<file path="src/rtl/tag_delimited_text_extractor_defines.svh">
// assertion macros for the tag delimited text extractor
// the using module supplies clk and rst_n; empty bodies when SYNTH is defined
`ifndef TAG_DELIMITED_TEXT_EXTRACTOR_DEFINES_SVH
`define TAG_DELIMITED_TEXT_EXTRACTOR_DEFINES_SVH

`ifndef SYNTH

`define TDE_ASSERT_NEVER(label, cond) \
  label: assert property (@(posedge clk) disable iff (!rst_n) !(cond)) \
    else $error("tde: forbidden condition seen");

`define TDE_ASSERT_NEXT(label, ante, cons) \
  label: assert property (@(posedge clk) disable iff (!rst_n) (ante) |=> (cons)) \
    else $error("tde: expected next-cycle condition missing");

`else

`define TDE_ASSERT_NEVER(label, cond)

`define TDE_ASSERT_NEXT(label, ante, cons)

`endif

`endif

</file>
<file path="src/rtl/tde_pkg.sv">
// shared types, register codes and tag helpers for the text extractor
// no dependencies
package tde_pkg;

  localparam int MAX_TAG_LEN_DEF = 8;
  localparam int MAX_START_TAGS  = 3;
  localparam int TAG_W           = 64;
  localparam int LEN_W           = 4;
  localparam int POS_W           = 3;
  localparam int REG_IDX_W       = 3;
  localparam int QUEUE_DEPTH     = 2;

  localparam logic [15:0] TAG_LENGTHS_RST = 16'h1111;

  typedef enum logic [REG_IDX_W-1:0] {
    REG_START_FIRST  = 3'd0,
    REG_START_SECOND = 3'd1,
    REG_START_THIRD  = 3'd2,
    REG_END_CHARS    = 3'd3,
    REG_TAG_LENGTHS  = 3'd4,
    REG_START_COUNT  = 3'd5,
    REG_REPEAT_MODE  = 3'd6
  } reg_idx_t;

  typedef struct packed {
    logic [MAX_START_TAGS-1:0][TAG_W-1:0] open_tag;
    logic [TAG_W-1:0]                     end_tag;
    logic [15:0]                          tag_lengths;
    logic [1:0]                           start_tag_count;
    logic                                 repeat_mode;
  } cfg_t;

  localparam cfg_t CFG_RST = '{
    open_tag:        '0,
    end_tag:         '0,
    tag_lengths:     TAG_LENGTHS_RST,
    start_tag_count: 2'd1,
    repeat_mode:     1'b0
  };

  typedef struct packed {
    logic       is_end;
    logic [7:0] text;
  } op_t;

  typedef struct packed {
    logic full;
    logic empty;
  } q_stat_t;

  function automatic logic [LEN_W-1:0] tag_len(input logic [LEN_W-1:0] nib,
                                               input logic [LEN_W-1:0] max_len);
    logic [LEN_W-1:0] n;
    n = nib;
    if (n == '0) n = LEN_W'(1);
    if (n > max_len) n = max_len;
    return n;
  endfunction

  function automatic logic [7:0] tag_char(input logic [TAG_W-1:0] tag,
                                          input logic [POS_W-1:0] idx);
    return tag[{idx, 3'b000} +: 8];
  endfunction

endpackage

</file>
<file path="src/rtl/tde_front.sv">
// front end: start and end tag matching, turns bytes into queue ops
// depends on tde_pkg
module tde_front #(
  parameter int MAX_TAG_LEN = tde_pkg::MAX_TAG_LEN_DEF
) (
  input  logic              clk,
  input  logic              rst_n,
  input  tde_pkg::cfg_t     cfg,
  input  logic              in_valid,
  output logic              in_ready,
  input  logic [7:0]        in_data_byte,
  input  tde_pkg::q_stat_t  q_stat,
  output logic              push,
  output tde_pkg::op_t      push_op
);

  logic [1:0]                      stage_r, stage_nxt;
  logic [tde_pkg::POS_W-1:0]       pos_r, pos_nxt;
  logic                            finished_r, finished_nxt;
  logic [1:0]                      cnt;
  logic                            capturing;
  logic [tde_pkg::TAG_W-1:0]       tag_sel;
  logic [tde_pkg::LEN_W-1:0]       nib;
  logic [tde_pkg::LEN_W-1:0]       len;
  logic [tde_pkg::LEN_W-1:0]       npos;
  logic                            done;
  logic                            accept;

  assign in_ready = !q_stat.full;
  assign accept   = in_valid && in_ready;

  always_comb begin
    if (cfg.start_tag_count == 2'd0) begin
      cnt = 2'd1;
    end else if (cfg.start_tag_count > 2'(tde_pkg::MAX_START_TAGS)) begin
      cnt = 2'(tde_pkg::MAX_START_TAGS);
    end else begin
      cnt = cfg.start_tag_count;
    end
  end

  assign capturing = (stage_r >= cnt);

  always_comb begin
    if (capturing) begin
      tag_sel = cfg.end_tag;
      nib     = cfg.tag_lengths[15:12];
    end else begin
      case (stage_r)
        2'd1: begin
          tag_sel = cfg.open_tag[1];
          nib     = cfg.tag_lengths[7:4];
        end
        2'd2: begin
          tag_sel = cfg.open_tag[2];
          nib     = cfg.tag_lengths[11:8];
        end
        default: begin
          tag_sel = cfg.open_tag[0];
          nib     = cfg.tag_lengths[3:0];
        end
      endcase
    end
  end

  assign len = tde_pkg::tag_len(nib, tde_pkg::LEN_W'(MAX_TAG_LEN));

  always_comb begin
    if (in_data_byte == tde_pkg::tag_char(tag_sel, pos_r)) begin
      npos = {1'b0, pos_r} + tde_pkg::LEN_W'(1);
    end else if (in_data_byte == tde_pkg::tag_char(tag_sel, '0)) begin
      npos = tde_pkg::LEN_W'(1);
    end else begin
      npos = '0;
    end
  end

  assign done = (npos >= len);

  always_comb begin
    stage_nxt    = stage_r;
    pos_nxt      = pos_r;
    finished_nxt = finished_r;
    push         = 1'b0;
    push_op      = '0;
    if (accept && !finished_r) begin
      pos_nxt = done ? '0 : npos[tde_pkg::POS_W-1:0];
      if (!capturing) begin
        if (done) stage_nxt = stage_r + 2'd1;
      end else begin
        push = 1'b1;
        if (done) begin
          push_op.is_end = 1'b1;
          if (cfg.repeat_mode) stage_nxt = 2'd0;
          else finished_nxt = 1'b1;
        end else begin
          push_op.text = in_data_byte;
        end
      end
    end
  end

  always_ff @(posedge clk) begin
    if (!rst_n) begin
      stage_r    <= 2'd0;
      pos_r      <= '0;
      finished_r <= 1'b0;
    end else begin
      stage_r    <= stage_nxt;
      pos_r      <= pos_nxt;
      finished_r <= finished_nxt;
    end
  end

endmodule

</file>
<file path="src/rtl/tde_queue.sv">
// short op queue between the matching front end and the holdback back end
// depends on tde_pkg
module tde_queue (
  input  logic              clk,
  input  logic              rst_n,
  input  logic              push,
  input  tde_pkg::op_t      push_op,
  input  logic              pop,
  output logic              q_valid,
  output tde_pkg::op_t      q_op,
  output tde_pkg::q_stat_t  q_stat
);

  localparam int DEPTH = tde_pkg::QUEUE_DEPTH;
  localparam int PTR_W = (DEPTH > 1) ? $clog2(DEPTH) : 1;
  localparam int CNT_W = $clog2(DEPTH + 1);

  tde_pkg::op_t       mem_r [DEPTH];
  logic [PTR_W-1:0]   wr_ptr_r, wr_ptr_nxt;
  logic [PTR_W-1:0]   rd_ptr_r, rd_ptr_nxt;
  logic [CNT_W-1:0]   count_r, count_nxt;

  assign q_stat.full  = (count_r == CNT_W'(DEPTH));
  assign q_stat.empty = (count_r == '0);
  assign q_valid      = !q_stat.empty;
  assign q_op         = mem_r[rd_ptr_r];

  always_comb begin
    wr_ptr_nxt = wr_ptr_r;
    rd_ptr_nxt = rd_ptr_r;
    count_nxt  = count_r;
    if (push) begin
      wr_ptr_nxt = (wr_ptr_r == PTR_W'(DEPTH - 1)) ? '0 : wr_ptr_r + PTR_W'(1);
    end
    if (pop) begin
      rd_ptr_nxt = (rd_ptr_r == PTR_W'(DEPTH - 1)) ? '0 : rd_ptr_r + PTR_W'(1);
    end
    if (push && !pop) count_nxt = count_r + CNT_W'(1);
    else if (pop && !push) count_nxt = count_r - CNT_W'(1);
  end

  always_ff @(posedge clk) begin
    if (!rst_n) begin
      wr_ptr_r <= '0;
      rd_ptr_r <= '0;
      count_r  <= '0;
    end else begin
      wr_ptr_r <= wr_ptr_nxt;
      rd_ptr_r <= rd_ptr_nxt;
      count_r  <= count_nxt;
    end
  end

  always_ff @(posedge clk) begin
    if (push) mem_r[wr_ptr_r] <= push_op;
  end

endmodule

</file>
<file path="src/rtl/tde_back.sv">
// back end: end-tag holdback delay line and output register
// depends on tde_pkg
module tde_back #(
  parameter int MAX_TAG_LEN = tde_pkg::MAX_TAG_LEN_DEF
) (
  input  logic           clk,
  input  logic           rst_n,
  input  tde_pkg::cfg_t  cfg,
  input  logic           q_valid,
  input  tde_pkg::op_t   q_op,
  output logic           pop,
  output logic           out_valid,
  input  logic           out_ready,
  output logic [7:0]     out_text_byte,
  output logic           out_capture_end
);

  localparam int IDX_W = (MAX_TAG_LEN > 1) ? $clog2(MAX_TAG_LEN) : 1;

  logic [7:0]                  hb_r   [MAX_TAG_LEN];
  logic [7:0]                  hb_nxt [MAX_TAG_LEN];
  logic [IDX_W-1:0]            cnt_r, cnt_nxt;
  logic                        out_valid_r, out_valid_nxt;
  logic [7:0]                  text_r, text_nxt;
  logic                        end_r, end_nxt;
  logic [tde_pkg::LEN_W-1:0]   end_len;
  logic [tde_pkg::LEN_W-1:0]   cap;
  logic                        fill;
  logic                        out_free;

  assign end_len  = tde_pkg::tag_len(cfg.tag_lengths[15:12],
                                     tde_pkg::LEN_W'(MAX_TAG_LEN));
  assign cap      = end_len - tde_pkg::LEN_W'(1);
  assign fill     = !q_op.is_end && (tde_pkg::LEN_W'(cnt_r) < cap);
  assign out_free = !out_valid_r || out_ready;
  assign pop      = q_valid && (fill || out_free);

  assign out_valid       = out_valid_r;
  assign out_text_byte   = text_r;
  assign out_capture_end = end_r;

  always_comb begin
    hb_nxt        = hb_r;
    cnt_nxt       = cnt_r;
    out_valid_nxt = out_valid_r;
    text_nxt      = text_r;
    end_nxt       = end_r;
    if (out_ready) out_valid_nxt = 1'b0;
    if (pop) begin
      if (q_op.is_end) begin
        cnt_nxt       = '0;
        out_valid_nxt = 1'b1;
        text_nxt      = 8'd0;
        end_nxt       = 1'b1;
      end else if (fill) begin
        hb_nxt[cnt_r] = q_op.text;
        cnt_nxt       = cnt_r + IDX_W'(1);
      end else if (cnt_r == '0) begin
        out_valid_nxt = 1'b1;
        text_nxt      = q_op.text;
        end_nxt       = 1'b0;
      end else begin
        out_valid_nxt = 1'b1;
        text_nxt      = hb_r[0];
        end_nxt       = 1'b0;
        for (int i = 0; i < MAX_TAG_LEN - 1; i++) begin
          if (IDX_W'(i) < cnt_r - IDX_W'(1)) hb_nxt[i] = hb_r[i+1];
        end
        hb_nxt[cnt_r - IDX_W'(1)] = q_op.text;
      end
    end
  end

  always_ff @(posedge clk) begin
    if (!rst_n) begin
      cnt_r       <= '0;
      out_valid_r <= 1'b0;
    end else begin
      cnt_r       <= cnt_nxt;
      out_valid_r <= out_valid_nxt;
    end
  end

  always_ff @(posedge clk) begin
    hb_r   <= hb_nxt;
    text_r <= text_nxt;
    end_r  <= end_nxt;
  end

endmodule

</file>
<file path="src/rtl/tag_delimited_text_extractor.sv">
// tag delimited text extractor: one byte per cycle while in_ready is high, captured text between tags
// path: an accepted byte is written into the op queue, and the back end then pops it into the
// holdback line or into the registered output that drives out_valid
// throughput: one byte per cycle while the 2-entry op queue has room; out_ready stalls can fill it
// reset: synchronous active-low rst_n clears match state, queue and holdback count,
// returns config registers to defaults; output valid drops; no clearing pass
`include "tag_delimited_text_extractor_defines.svh"

module tag_delimited_text_extractor #(
  parameter int MAX_TAG_LEN = tde_pkg::MAX_TAG_LEN_DEF
) (
  input  logic                               clk,
  input  logic                               rst_n,
  input  logic                               cfg_valid,
  output logic                               cfg_ready,
  input  logic [tde_pkg::REG_IDX_W-1:0]      cfg_index,
  input  logic [tde_pkg::TAG_W-1:0]          cfg_data,
  input  logic                               in_valid,
  output logic                               in_ready,
  input  logic [7:0]                         in_data_byte,
  output logic                               out_valid,
  input  logic                               out_ready,
  output logic [7:0]                         out_text_byte,
  output logic                               out_capture_end
);

  tde_pkg::cfg_t     cfg_r, cfg_nxt;
  tde_pkg::q_stat_t  q_stat;
  tde_pkg::op_t      push_op;
  tde_pkg::op_t      q_op;
  logic              push;
  logic              pop;
  logic              q_valid;

  assign cfg_ready = 1'b1;

  always_comb begin
    cfg_nxt = cfg_r;
    if (cfg_valid && cfg_ready) begin
      case (tde_pkg::reg_idx_t'(cfg_index))
        tde_pkg::REG_START_FIRST:  cfg_nxt.open_tag[0]     = cfg_data;
        tde_pkg::REG_START_SECOND: cfg_nxt.open_tag[1]     = cfg_data;
        tde_pkg::REG_START_THIRD:  cfg_nxt.open_tag[2]     = cfg_data;
        tde_pkg::REG_END_CHARS:    cfg_nxt.end_tag         = cfg_data;
        tde_pkg::REG_TAG_LENGTHS:  cfg_nxt.tag_lengths     = cfg_data[15:0];
        tde_pkg::REG_START_COUNT:  cfg_nxt.start_tag_count = cfg_data[1:0];
        tde_pkg::REG_REPEAT_MODE:  cfg_nxt.repeat_mode     = cfg_data[0];
        default: cfg_nxt = cfg_r;
      endcase
    end
  end

  always_ff @(posedge clk) begin
    if (!rst_n) begin
      cfg_r <= tde_pkg::CFG_RST;
    end else begin
      cfg_r <= cfg_nxt;
    end
  end

  tde_front #(
    .MAX_TAG_LEN (MAX_TAG_LEN)
  ) u_front (
    .clk          (clk),
    .rst_n        (rst_n),
    .cfg          (cfg_r),
    .in_valid     (in_valid),
    .in_ready     (in_ready),
    .in_data_byte (in_data_byte),
    .q_stat       (q_stat),
    .push         (push),
    .push_op      (push_op)
  );

  tde_queue u_queue (
    .clk     (clk),
    .rst_n   (rst_n),
    .push    (push),
    .push_op (push_op),
    .pop     (pop),
    .q_valid (q_valid),
    .q_op    (q_op),
    .q_stat  (q_stat)
  );

  tde_back #(
    .MAX_TAG_LEN (MAX_TAG_LEN)
  ) u_back (
    .clk             (clk),
    .rst_n           (rst_n),
    .cfg             (cfg_r),
    .q_valid         (q_valid),
    .q_op            (q_op),
    .pop             (pop),
    .out_valid       (out_valid),
    .out_ready       (out_ready),
    .out_text_byte   (out_text_byte),
    .out_capture_end (out_capture_end)
  );

  `TDE_ASSERT_NEVER(a_q_full_empty, q_stat.full && q_stat.empty)
  `TDE_ASSERT_NEVER(a_pop_empty, pop && q_stat.empty)
  `TDE_ASSERT_NEXT(a_push_lands, push && q_stat.empty, !q_stat.empty)
  `TDE_ASSERT_NEXT(a_pop_frees, pop && !push && q_stat.full, !q_stat.full)

endmodule

</file>
<file path="config.mk">
export PLATFORM = sky130hd
export DESIGN_NAME = tag_delimited_text_extractor
export DESIGN_NICKNAME = d
export VERILOG_FILES = /design/src/rtl/tde_pkg.sv /design/src/rtl/tde_front.sv /design/src/rtl/tde_queue.sv /design/src/rtl/tde_back.sv /design/src/rtl/tag_delimited_text_extractor.sv
export VERILOG_INCLUDE_DIRS = /design/src /design/src/rtl
export SDC_FILE = /design/constraint.sdc
export NUM_CORES = 1
export LEC_CHECK = 0
export BUFFER_PORTS_ARGS = -buffer_cell sky130_fd_sc_hd__buf_2
export CAP_MARGIN = 20
export CELL_PAD_IN_SITES_DETAIL_PLACEMENT = 1
export CELL_PAD_IN_SITES_GLOBAL_PLACEMENT = 1
export CORE_AREA = 3 3 204 206
export CTS_BUF_LIST = sky130_fd_sc_hd__clkbuf_16
export CTS_CLUSTER_DIAMETER = 120
export DETAILED_ROUTE_END_ITERATION = 16
export DIE_AREA = 0 0 207 209
export PLACE_DENSITY = 0.76
export SLEW_MARGIN = 20
export SYNTH_ARGS = -nofsm -noshare
export SYNTH_HDL_FRONTEND = slang
export SYNTH_SLANG_ARGS = --single-unit
</file>
<file path="constraint.sdc">
create_clock -name clk -period 6.6 [get_ports clk]
set_input_delay 0.33 -clock clk [delete_from_list [all_inputs] [get_ports clk]]
set_output_delay 0.33 -clock clk [all_outputs]
set_load 0.005 [all_outputs]
</file>
==> results of run 1 <==
==> registers in the layout, summed over array words and instances (netlist names), named ones only <==
signal                  flops
u_back.cnt_r                3
u_front.stage_r             2
u_back.out_text_byte        8
u_back.out_capture_end      1
u_queue.count_r             2
u_back.out_valid            1
u_queue.rd_ptr_r            1
u_front.finished_r          1
u_front.pos_r               3
cfg_r                     275
u_back.hb_r                64
u_queue.mem_r              18
u_queue.wr_ptr_r            1
==> through the flow <==
| stage | total power (W) | std cells | utilization [%] |
|---|---|---|---|
| after floorplan | 0.00357 | 2028 | - |
| after global placement | 0.00398 | 2507 | 46.8 |
| after detailed placement | 0.00404 | 2507 | 46.8 |
| after CTS | 0.00637 | 2583 | 50.2 |
| after global routing | 0.00659 | 2583 | 50.2 |
| final | 0.00633 | 2583 | 50.2 |
==> kinds of logic (layout without fill, tap and decap cells) <==
kind of cell	Yosys count	count (layout)	synth area share [%]
xor gates and xnor gates	15	15	0.732
and+or+nand+nor	792	792	18.4
buffers and inverters	183	213	4.23
AOI/OAI and AO/OA	578	578	23.9
other	1	1	0.0209
muxes	62	62	3.98
adders and majority gates	16	16	1.11
DFF	381	381	47.5
==> Yosys cell counts (all sizes together) (16+ instances only) <==
master / number
nor2b: 20
mux2i: 40
a22oi: 21
a21oi: 37
dfxtp: 290
and2: 18
inv: 23
a211oi: 23
nand3: 23
edfxtp: 91
a221o: 19
a22o: 46
nor2: 52
ha: 16
buf: 40
a221oi: 26
mux2: 16
clkbuf: 119
nand2: 613
o21ai: 63
a21boi: 270
==> how the worst min path moves through the flow <==
stage                                 start  depth (start not counted)                      end
CTS                            cfg_data[42]                          3  cfg_r[189]$_SDFFE_PN0P_
global placement    cfg_r[135]$_SDFFE_PN0P_                          2  cfg_r[135]$_SDFFE_PN0P_
global route                   cfg_data[21]                          3   cfg_r[40]$_SDFFE_PN0P_
floorplan             cfg_r[1]$_SDFFE_PN1P_                          2    cfg_r[1]$_SDFFE_PN1P_
detailed placement   cfg_r[79]$_SDFFE_PN0P_                          2   cfg_r[79]$_SDFFE_PN0P_
finish                         cfg_data[42]                          3  cfg_r[189]$_SDFFE_PN0P_
==> worst register-to-register path, cell delays in order (launching register included) <==
cell and delay [ps]:
dfxtp_1 350, inv_1 60, ha_1 570, a21oi_4 590, buf_4 430, mux2i_1 320, o221a_2 250, a31oi_1 100
or4b_4 580, nor4b_4 520, nor2_1 130, a21oi_1 160, ha_1 240, nand2b_1 140, a21o_1 180, a21o_1 170
a21oi_1 160, buf_4 230, nor2_1 100, o21ai_0 130, a22oi_1 140, nor2b_1 110
==> routing by layer <==
layer	GRT usage, %	up-vias
met5	0	-
met3	3.63	112
met1	34.3	7719
li1	-	7097
met2	45.1	357
met4	9.90	0
==> power by group through the flow <==
stage,sequential (W),clock (W),combinational [W]
finish,0.00260,0.00232,0.00141
global route,0.00261,0.00246,0.00152
CTS,0.00260,0.00237,0.00139
detailed placement,0.00265,0,0.00139
global placement,0.00264,0,0.00134
floorplan,0.00262,0,0.000956
==> layout by cell type, fill, tap and decap left out, types with 25 or more instances in the layout <==
| master | instances |
|---|---|
| a21boi_0 | 269 |
| a21oi_1 | 36 |
| a221oi_1 | 25 |
| a22o_1 | 46 |
| buf_2 | 89 |
| clkbuf_16 | 47 |
| dfxtp_1 | 289 |
| edfxtp_1 | 91 |
| inv_1 | 31 |
| mux2i_1 | 40 |
| nand2_1 | 610 |
| nor2_1 | 52 |
| o21ai_0 | 61 |
==> final cells by class <==
cell class,instances,area share (%)
clock buffer,47,5.88
clock inverter,29,0.895
inverter,24,0.451
multi-input combinational,1464,43.5
timing repair buffer,113,3.27
sequential,381,42.7
tap,525,3.29
==> results.py, run 1 <==
metrics = {
    "sta": {
        "holdWs_ps": 54.8,
        "worstMarginPinSlew_ps": 1030,
        "fin_setup_tns_ps": 0,
        "max_freq_ghz": 0.176,
        "finalClockSkew_ps": 11.0,
        "drv_slew": 0,
        "min_period_ps": 5700,
        "rsz0062_at_grt": "no",
        "hold_viol_final": 0,
        "slew_headroom_pct": 31.0,
        "setup_viol": 0,
        "postLayoutSetupSlackWorst_ps": 902,
        "fin_crit_sh_pct": 86.3,
    },
    "setup_path": {
        "critPathLaunchType": "flop",
        "cp.depth": 21,
        "worst_ep_arrival_time_ps": 6200,
        "cp.buffers_inverters": 3,
        "worst-endpoint-required_ps": 7100,
        "startpoint": "cfg_r[2]$_SDFFE_PN0P_",
        "critPathSlowestCell": "a21oi_4",
        "cp-endpoint": "u_front.stage_r[0]$_SDFFE_PN0P_",
        "r2r_cells": 21,
        "crit-reg2reg-capture": "u_front.stage_r[0]$_SDFFE_PN0P_",
        "reg2reg_from": "cfg_r[2]$_SDFFE_PN0P_",
        "cp_cell_sequence": "inv_1 -> ha_1 -> a21oi_4 -> buf_4 -> mux2i_1 -> o221a_2 -> a31oi_1 -> or4b_4 -> nor4b_4 -> nor2_1 -> a21oi_1 -> ha_1 -> nand2b_1 -> a21o_1 -> a21o_1 -> a21oi_1 -> buf_4 -> nor2_1 -> o21ai_0 -> a22oi_1 -> nor2b_1",
        "critPathCaptureType": "flop",
        "rrSetupSlack_ps": 900,
        "worstPathMaxFanout": 22,
        "worstSetupPathType": "flop to flop",
        "crit_family": "compound AO/OA/AOI/OAI gates",
        "crit_path_max_incr_delay_ps": 580,
    },
    "pwr": {
        "ir_drop_mv": 0.184,
        "power.internal_w": 0.00436,
        "power_switching_w": 0.00197,
        "p_per_area_nw_per_um2": 317,
        "pwr-share-seq_pct": 41.1,
        "switching_share_pct": 31.2,
        "p_leak_nw": 6.95,
        "p_clk_share_pct": 36.7,
        "p_comb_share_pct": 22.2,
    },
    "placed_design": {
        "post-place-ws_ps": 1040,
        "gp_congestion": 0.885,
        "io_buffers": 90,
        "hpwl_um": 38100,
        "place_area_um2": 18600,
    },
    "clock_tree": {
        "clkTransAtPathRegs_ps": 60,
        "cts.sink_count": 381,
        "cts_tree": "built",
        "cts_made_buffers": 43,
        "clkLatencyLatePin_ps": 560,
        "clk_path_buf_depth": 3,
        "cts_resized": 0,
        "holdBufCountCts": 0,
        "post_cts_buffers": 0,
        "cts_root_buffer": "clkbuf_16",
        "h-tree-depth": 2,
    },
    "final_layout": {
        "finalNetCount": 2123,
        "drive_above_1_share_pct": 10.9,
        "seq_area_um2": 8540,
        "multi_input_area_um2": 8690,
        "syn_to_final_growth_pct": 11.3,
        "fillerInstances": 4639,
        "design_area_um2": 20000,
        "diodes": 0,
    },
    "detailed_routing": {
        "wl_met3_um": 2700,
        "drt_iter0_drc": 987,
        "drtAntennaViolNets": 0,
        "post_drt_wl_per_cell_um": 22.8,
        "dr.pass1.iters": 5,
        "dr_wl_met2_um": 28200,
        "drt-total-wl_um": 58800,
        "met1_length_um": 25800,
        "via_per_inst": 5.92,
        "vias": 15300,
        "top_layer": "met4",
        "route.detailed.drc": 0,
    },
    "yosys": {
        "synth_edf_count": 91,
        "ys_warn_count": 0,
        "yosysSeqAreaShare_pct": 47.5,
        "synth_nets": 2124,
        "syn_area_um2": 18000,
        "synth_ff_type": "dfxtp_1",
        "synth_top_area_share_pct": 32.3,
        "synthTopCellsByArea": "dfxtp_1, edfxtp_1, nand2_1, a21boi_0, clkbuf_1",
        "yosysUniqueCellTypes": 75,
        "postSynthAreaPerCell_um2": 8.86,
        "yosys.area.top_type": "dfxtp_1",
        "synthArstFlopShare_pct": 0,
        "synth_cells": 2028,
        "ys_ff_latch": 381,
    },
    "die": {
        "die_h_um": 209,
        "start_util_pct": 45.1,
        "die_area_um2": 43300,
        "core-area_um2": 39800,
        "io_pins": 92,
        "rows": 73,
        "dieWidth_um": 207,
    },
    "grt": {
        "grt_pass1_wl_um": 91300,
        "grt_max_degree": 121,
        "grt_overflow_total": 0,
        "grt_use_total_pct": 26.4,
        "grt_pass1_vias": 15700,
        "antenna_found_initial": 0,
    },
    "status": {
        "status": "complete, no violations",
    },
    "worst_hold_path": {
        "hp-class": "input port to flop",
    },
    "flow_run": {
        "cap_violations": 0,
    },
}
Note: power is estimated with default switching activity, not from simulation.
==> run 2, diff against run 1 <==
- CAP_MARGIN: 20 -> not set
- PLACE_DENSITY: 0.76 -> not set
- PLACE_DENSITY_LB_ADDON: not set -> 0.2
==> run 2 against run 1 <==
Flip-flop and latch count did not move. Count of clock-buffer cells in the layout fell by 2. Non-clock buffer count rose by 3. Global-route usage rose by 0.17 points. Cell area barely moved. Total power fell by 0.30%. Clock power barely moved. Critical path depth rose by 1. Worst setup slack got worse by 160 ps. Via count rose by 0.60%. Clock skew rose by 7.3 ps. Critical path type unchanged. Largest cell class unchanged.
==> results.py, run 2 (synthesis gave the netlist of run 1 again) <==
metrics = {
    "status": {
        "status": "complete, no violations",
    },
    "clock_tree": {
        "holdBufCountCts": 0,
        "clkTransAtPathRegs_ps": 60,
        "cts_tree": "built",
        "cts.sink_count": 381,
        "cts_root_buffer": "clkbuf_16",
        "post_cts_buffers": 0,
        "clkLatencyLatePin_ps": 570,
        "clk_path_buf_depth": 3,
        "cts_made_buffers": 43,
        "h-tree-depth": 2,
        "cts_resized": 0,
    },
    "grt": {
        "use_met2_pct": 45.8,
        "grt_max_degree": 156,
        "grt_overflow_total": 0,
        "grt_pass1_wl_um": 92100,
        "antenna_found_initial": 0,
        "grt.busiest_layer": "met2",
        "grt_pass1_vias": 16000,
        "grt_use_total_pct": 26.6,
        "grt_use_met3_pct": 3.39,
        "use_met1_pct": 34.5,
    },
    "sta": {
        "fin_crit_sh_pct": 88.7,
        "rsz0062_at_grt": "no",
        "hold_viol_final": 0,
        "setup_viol": 0,
        "holdWs_ps": 55.1,
        "max_freq_ghz": 0.171,
        "finalClockSkew_ps": 18.2,
        "slew_headroom_pct": 29.9,
        "drv_slew": 0,
        "worstMarginPinSlew_ps": 1050,
        "fin_setup_tns_ps": 0,
        "min_period_ps": 5860,
    },
    "pwr": {
        "switching_share_pct": 31.6,
        "power_switching_w": 0.00200,
        "p_per_area_nw_per_um2": 316,
        "p_leak_nw": 6.92,
        "ir_drop_mv": 0.165,
        "pwr-share-seq_pct": 41.2,
        "power.internal_w": 0.00431,
        "p_comb_share_pct": 22.3,
        "p_clk_share_pct": 36.5,
    },
    "final_layout": {
        "final_cell_mix": "nand2_1, dfxtp_1, a21boi_0",
        "finalNetCount": 2126,
        "fillerInstances": 4660,
        "largest_register_ffs": 275,
        "drive_above_1_share_pct": 10.9,
        "diodes": 0,
        "syn_to_final_growth_pct": 11.2,
        "largestRegisters": "cfg_r (275), u_back.hb_r (64), u_queue.mem_r (18)",
        "layout_commonest_cell": "nand2_1",
        "top_register": "cfg_r",
    },
    "detailed_routing": {
        "via_per_inst": 5.94,
        "route.detailed.drc": 0,
        "vias": 15400,
        "drt_iter0_drc": 961,
        "post_drt_wl_per_cell_um": 22.8,
        "drt-total-wl_um": 59000,
        "drtAntennaViolNets": 0,
        "dr.pass1.iters": 5,
    },
    "flow_run": {
        "cap_violations": 0,
    },
    "placed_design": {
        "hpwl_um": 38200,
        "io_buffers": 90,
        "gp_congestion": 0.828,
    },
    "die": {
        "io_pins": 92,
        "dieWidth_um": 207,
        "die_area_um2": 43300,
        "start_util_pct": 45.1,
        "die_h_um": 209,
        "core-area_um2": 39800,
        "rows": 73,
    },
    "setup_path": {
        "worst_ep_arrival_time_ps": 6360,
        "worstSetupPathType": "flop to flop",
        "rrSetupSlack_ps": 740,
        "worst-endpoint-required_ps": 7100,
        "worstPathMaxFanout": 35,
        "critPathLaunchType": "flop",
        "critPathCaptureType": "flop",
    },
    "worst_hold_path": {
        "hp-class": "input port to flop",
    },
}
-- run 2: per-stage QoR --
stage	setup slack, ps	total power (W)	util (%)	instance area [um^2]	cells
after global routing	273	0.00656	50.1	20000	2588
final	743	0.00631	50.1	20000	2588
after global placement	1100	0.00399	46.8	18600	2510
after CTS	808	0.00634	50.1	20000	2588
after detailed placement	842	0.00404	46.8	18600	2510
after floorplan	1950	0.00357	-	18000	2028
-- run 2: layout make-up --
| type | count | area (um^2) | area share, % |
|---|---|---|---|
| multi-input combinational | 1464 | 8690 | 43.5 |
| sequential | 381 | 8540 | 42.8 |
| clock buffer | 45 | 1130 | 5.64 |
| tap | 525 | 657 | 3.29 |
| timing repair buffer | 116 | 652 | 3.26 |
| clock inverter | 33 | 214 | 1.07 |
| inverter | 24 | 90.1 | 0.451 |
-- run 2: worst max-delay path: stages (launching register included) --
cell	delay [ps]
dfxtp_1	410
inv_1	100
ha_2	770
buf_4	450
a221oi_1	100
a2111oi_0	440
a211oi_1	80
a2111o_1	340
o31ai_1	190
or4b_4	510
nor4b_4	540
nor2_1	120
a21oi_1	150
ha_1	240
nand2b_1	140
a21o_1	170
a21o_1	170
a21oi_1	140
buf_4	220
nor2_1	100
o21ai_0	130
a22oi_1	160
nor2b_1	120
-- run 2: final timing paths --
check | startpoint | to | depth (start not counted)
worst min register to register | cfg_r[108]$_SDFFE_PN0P_ | cfg_r[108]$_SDFFE_PN0P_ | 2
worst max register to register | u_front.stage_r[0]$_SDFFE_PN0P_ | u_front.stage_r[0]$_SDFFE_PN0P_ | 22
worst min-delay path | cfg_data[31] | cfg_r[242]$_SDFFE_PN0P_ | 3
worst max-delay path | u_front.stage_r[0]$_SDFFE_PN0P_ | u_front.stage_r[0]$_SDFFE_PN0P_ | 22
-- run 2: power by group through the flow --
stage	clock network, W	logic [W]	registers (W)
final	0.00230	0.00141	0.00260
after detailed placement	0	0.00139	0.00265
after global placement	0	0.00135	0.00264
after CTS	0.00234	0.00140	0.00260
after global routing	0.00243	0.00152	0.00261
after floorplan	0	0.000956	0.00262
-- run 2: per-layer routing --
layer / part of all wire, % / wire length (um)
met5: 0 / 0
met3: 4.5 / 2660
met4: 3.2 / 1880
met1: 44 / 26000
met2: 48 / 28500
==> run 3, diff against run 2 <==
==> constraint.sdc (replaced) <==
create_clock -name clk -period 6.6 [get_ports clk]
set_input_delay 1.32 -clock clk [delete_from_list [all_inputs] [get_ports clk]]
set_output_delay 1.32 -clock clk [all_outputs]
set_load 0.005 [all_outputs]
==> run 3 against run 2 <==
Global-route usage up 0.12 points. Final cell count is essentially flat. Critical path depth is the same. First-iteration DRC count up 8.9%. Utilization rose by 0.38 points. Total power up 3.3%. Sequential power barely moved. Clock skew barely moved. Hold slack improved by 410 ps. Via count shrank 0.25%. Largest power group unchanged. Register-to-register slack improved by 130 ps. Largest cell class unchanged. Critical endpoint unchanged.
==> results.py, run 3 (synthesis gave the netlist of run 1 again) <==
metrics = {
    "final_layout": {
        "stdcell_count": 2589,
        "layout_commonest_cell": "nand2_1",
        "syn_to_final_growth_pct": 12.0,
        "finalNetCount": 2125,
        "top_register": "cfg_r",
        "fillerInstances": 4622,
        "final_cell_mix": "nand2_1, dfxtp_1, a21boi_0",
        "drive_above_1_share_pct": 11.1,
        "largest_register_ffs": 275,
        "largestRegisters": "cfg_r (275), u_back.hb_r (64), u_queue.mem_r (18)",
    },
    "sta": {
        "worstMarginPinSlew_ps": 1050,
        "rsz0062_at_grt": "no",
        "setup_viol": 0,
        "slew_headroom_pct": 28.3,
        "min_period_ps": 5730,
        "finalClockSkew_ps": 17.9,
        "drv_slew": 0,
        "holdWs_ps": 464,
        "max_freq_ghz": 0.175,
        "fin_setup_tns_ps": 0,
        "hold_viol_final": 0,
        "fin_crit_sh_pct": 86.8,
    },
    "grt": {
        "antenna_found_initial": 1,
        "grt_max_degree": 155,
        "grt_overflow_total": 0,
        "grt_pass1_wl_um": 92200,
        "grt_use_total_pct": 26.7,
        "grt_pass1_vias": 15800,
    },
    "setup_path": {
        "crit_path_max_incr_delay_ps": 600,
        "worstSetupPathType": "flop to flop",
        "critPathSlowestCell": "ha_2",
        "worst_ep_arrival_time_ps": 6230,
        "critPathCaptureType": "flop",
        "cp_cell_sequence": "inv_1 -> ha_2 -> buf_4 -> a221oi_1 -> a2111oi_0 -> a211oi_1 -> a2111o_1 -> o31ai_1 -> or4b_4 -> nor4b_4 -> nor2_1 -> a21oi_1 -> ha_1 -> nand2b_1 -> a21o_1 -> a21o_1 -> a21oi_1 -> buf_4 -> nor2_1 -> o21ai_0 -> a22oi_1 -> nor2b_1",
        "worst-endpoint-required_ps": 7100,
        "critPathLaunchType": "flop",
        "worstPathMaxFanout": 35,
    },
    "clock_tree": {
        "h-tree-depth": 2,
        "cts_root_buffer": "clkbuf_16",
        "holdBufCountCts": 0,
        "clkLatencyLatePin_ps": 570,
        "cts.sink_count": 381,
        "cts_made_buffers": 42,
        "cts_tree": "built",
        "clk_path_buf_depth": 3,
        "clkTransAtPathRegs_ps": 60,
        "post_cts_buffers": 0,
        "cts_resized": 0,
    },
    "pwr": {
        "power.internal_w": 0.00455,
        "p_comb_share_pct": 21.3,
        "p_per_area_nw_per_um2": 324,
        "power_switching_w": 0.00197,
        "ir_drop_mv": 0.172,
        "switching_share_pct": 30.2,
        "pwr-share-seq_pct": 39.9,
        "p_leak_nw": 6.99,
        "p_clk_share_pct": 38.8,
    },
    "detailed_routing": {
        "top_layer": "met4",
        "dr_wl_met2_um": 28400,
        "post_drt_wl_per_cell_um": 22.8,
        "dr.pass1.iters": 5,
        "vias": 15300,
        "via_per_inst": 5.92,
        "drt_iter0_drc": 1047,
        "route.detailed.drc": 0,
        "drtAntennaViolNets": 0,
        "wl_met3_um": 2440,
        "drt-total-wl_um": 59100,
        "met1_length_um": 26100,
    },
    "placed_design": {
        "dp.cells": 2510,
        "hpwl_um": 38900,
        "io_buffers": 90,
        "gp_congestion": 0.873,
    },
    "worst_hold_path": {
        "hp-class": "flop to flop",
    },
    "die": {
        "rows": 73,
        "io_pins": 92,
        "dieWidth_um": 207,
        "die_h_um": 209,
        "core-area_um2": 39800,
        "die_area_um2": 43300,
        "start_util_pct": 45.1,
    },
    "flow_run": {
        "cap_violations": 0,
    },
    "status": {
        "status": "complete, no violations",
    },
}
-- run 3: metrics by stage --
step	utilization (%)	setup slack [ps]	cell area (um^2)	power, W
final	50.5	873	20100	0.00652
after global placement	46.8	1200	18600	0.00397
after global routing	50.5	438	20100	0.00678
after floorplan	-	1950	18000	0.00357
after detailed placement	46.8	930	18600	0.00401
after CTS	50.5	865	20100	0.00653
-- run 3: cell type report --
type	instances	area [um^2]	share of cell area, %
Clock buffer	45	1130	5.60
Timing Repair Buffer	116	652	3.24
Clock inverter	33	354	1.76
Antenna cell	1	2.50	0.0124
Inverter	24	90.1	0.448
Tap cell	525	657	3.26
Sequential cell	381	8540	42.4
Multi-Input combinational cell	1464	8700	43.2
-- run 3: critical path, delay by kind of cell, from the launching register on --
family / cells / cell delay, ps
adders and majority gates: 2 / 850
and+or+nand+nor: 6 / 1530
AOI/OAI and AO/OA: 11 / 2110
DFF: 1 / 420
buffers and inverters: 3 / 760
-- run 3: routing by layer --
layer / GRT usage, % / up-vias
met5: 0 / -
met4: 11.0 / 0
met3: 3.14 / 120
met2: 45.2 / 409
met1: 34.9 / 7702
li1: - / 7107
-- run 3: power by group through the flow --
| stage | registers (W) | logic (W) | clock network, W |
|---|---|---|---|
| finish | 0.00260 | 0.00139 | 0.00253 |
| global placement | 0.00265 | 0.00133 | 0 |
| detailed placement | 0.00265 | 0.00136 | 0 |
| floorplan | 0.00262 | 0.000956 | 0 |
| global route | 0.00261 | 0.00150 | 0.00266 |
| CTS | 0.00260 | 0.00137 | 0.00256 |
-- run 3: final timing paths --
kind,startpoint,end,slack [ps],cells past startpoint
setup reg to reg,u_front.stage_r[0]$_SDFFE_PN0P_,u_front.stage_r[0]$_SDFFE_PN0P_,870,22
hold / removal,cfg_r[154]$_SDFFE_PN0P_,cfg_r[154]$_SDFFE_PN0P_,460,2
setup / recovery,u_front.stage_r[0]$_SDFFE_PN0P_,u_front.stage_r[0]$_SDFFE_PN0P_,870,22
hold reg to reg,cfg_r[154]$_SDFFE_PN0P_,cfg_r[154]$_SDFFE_PN0P_,460,2
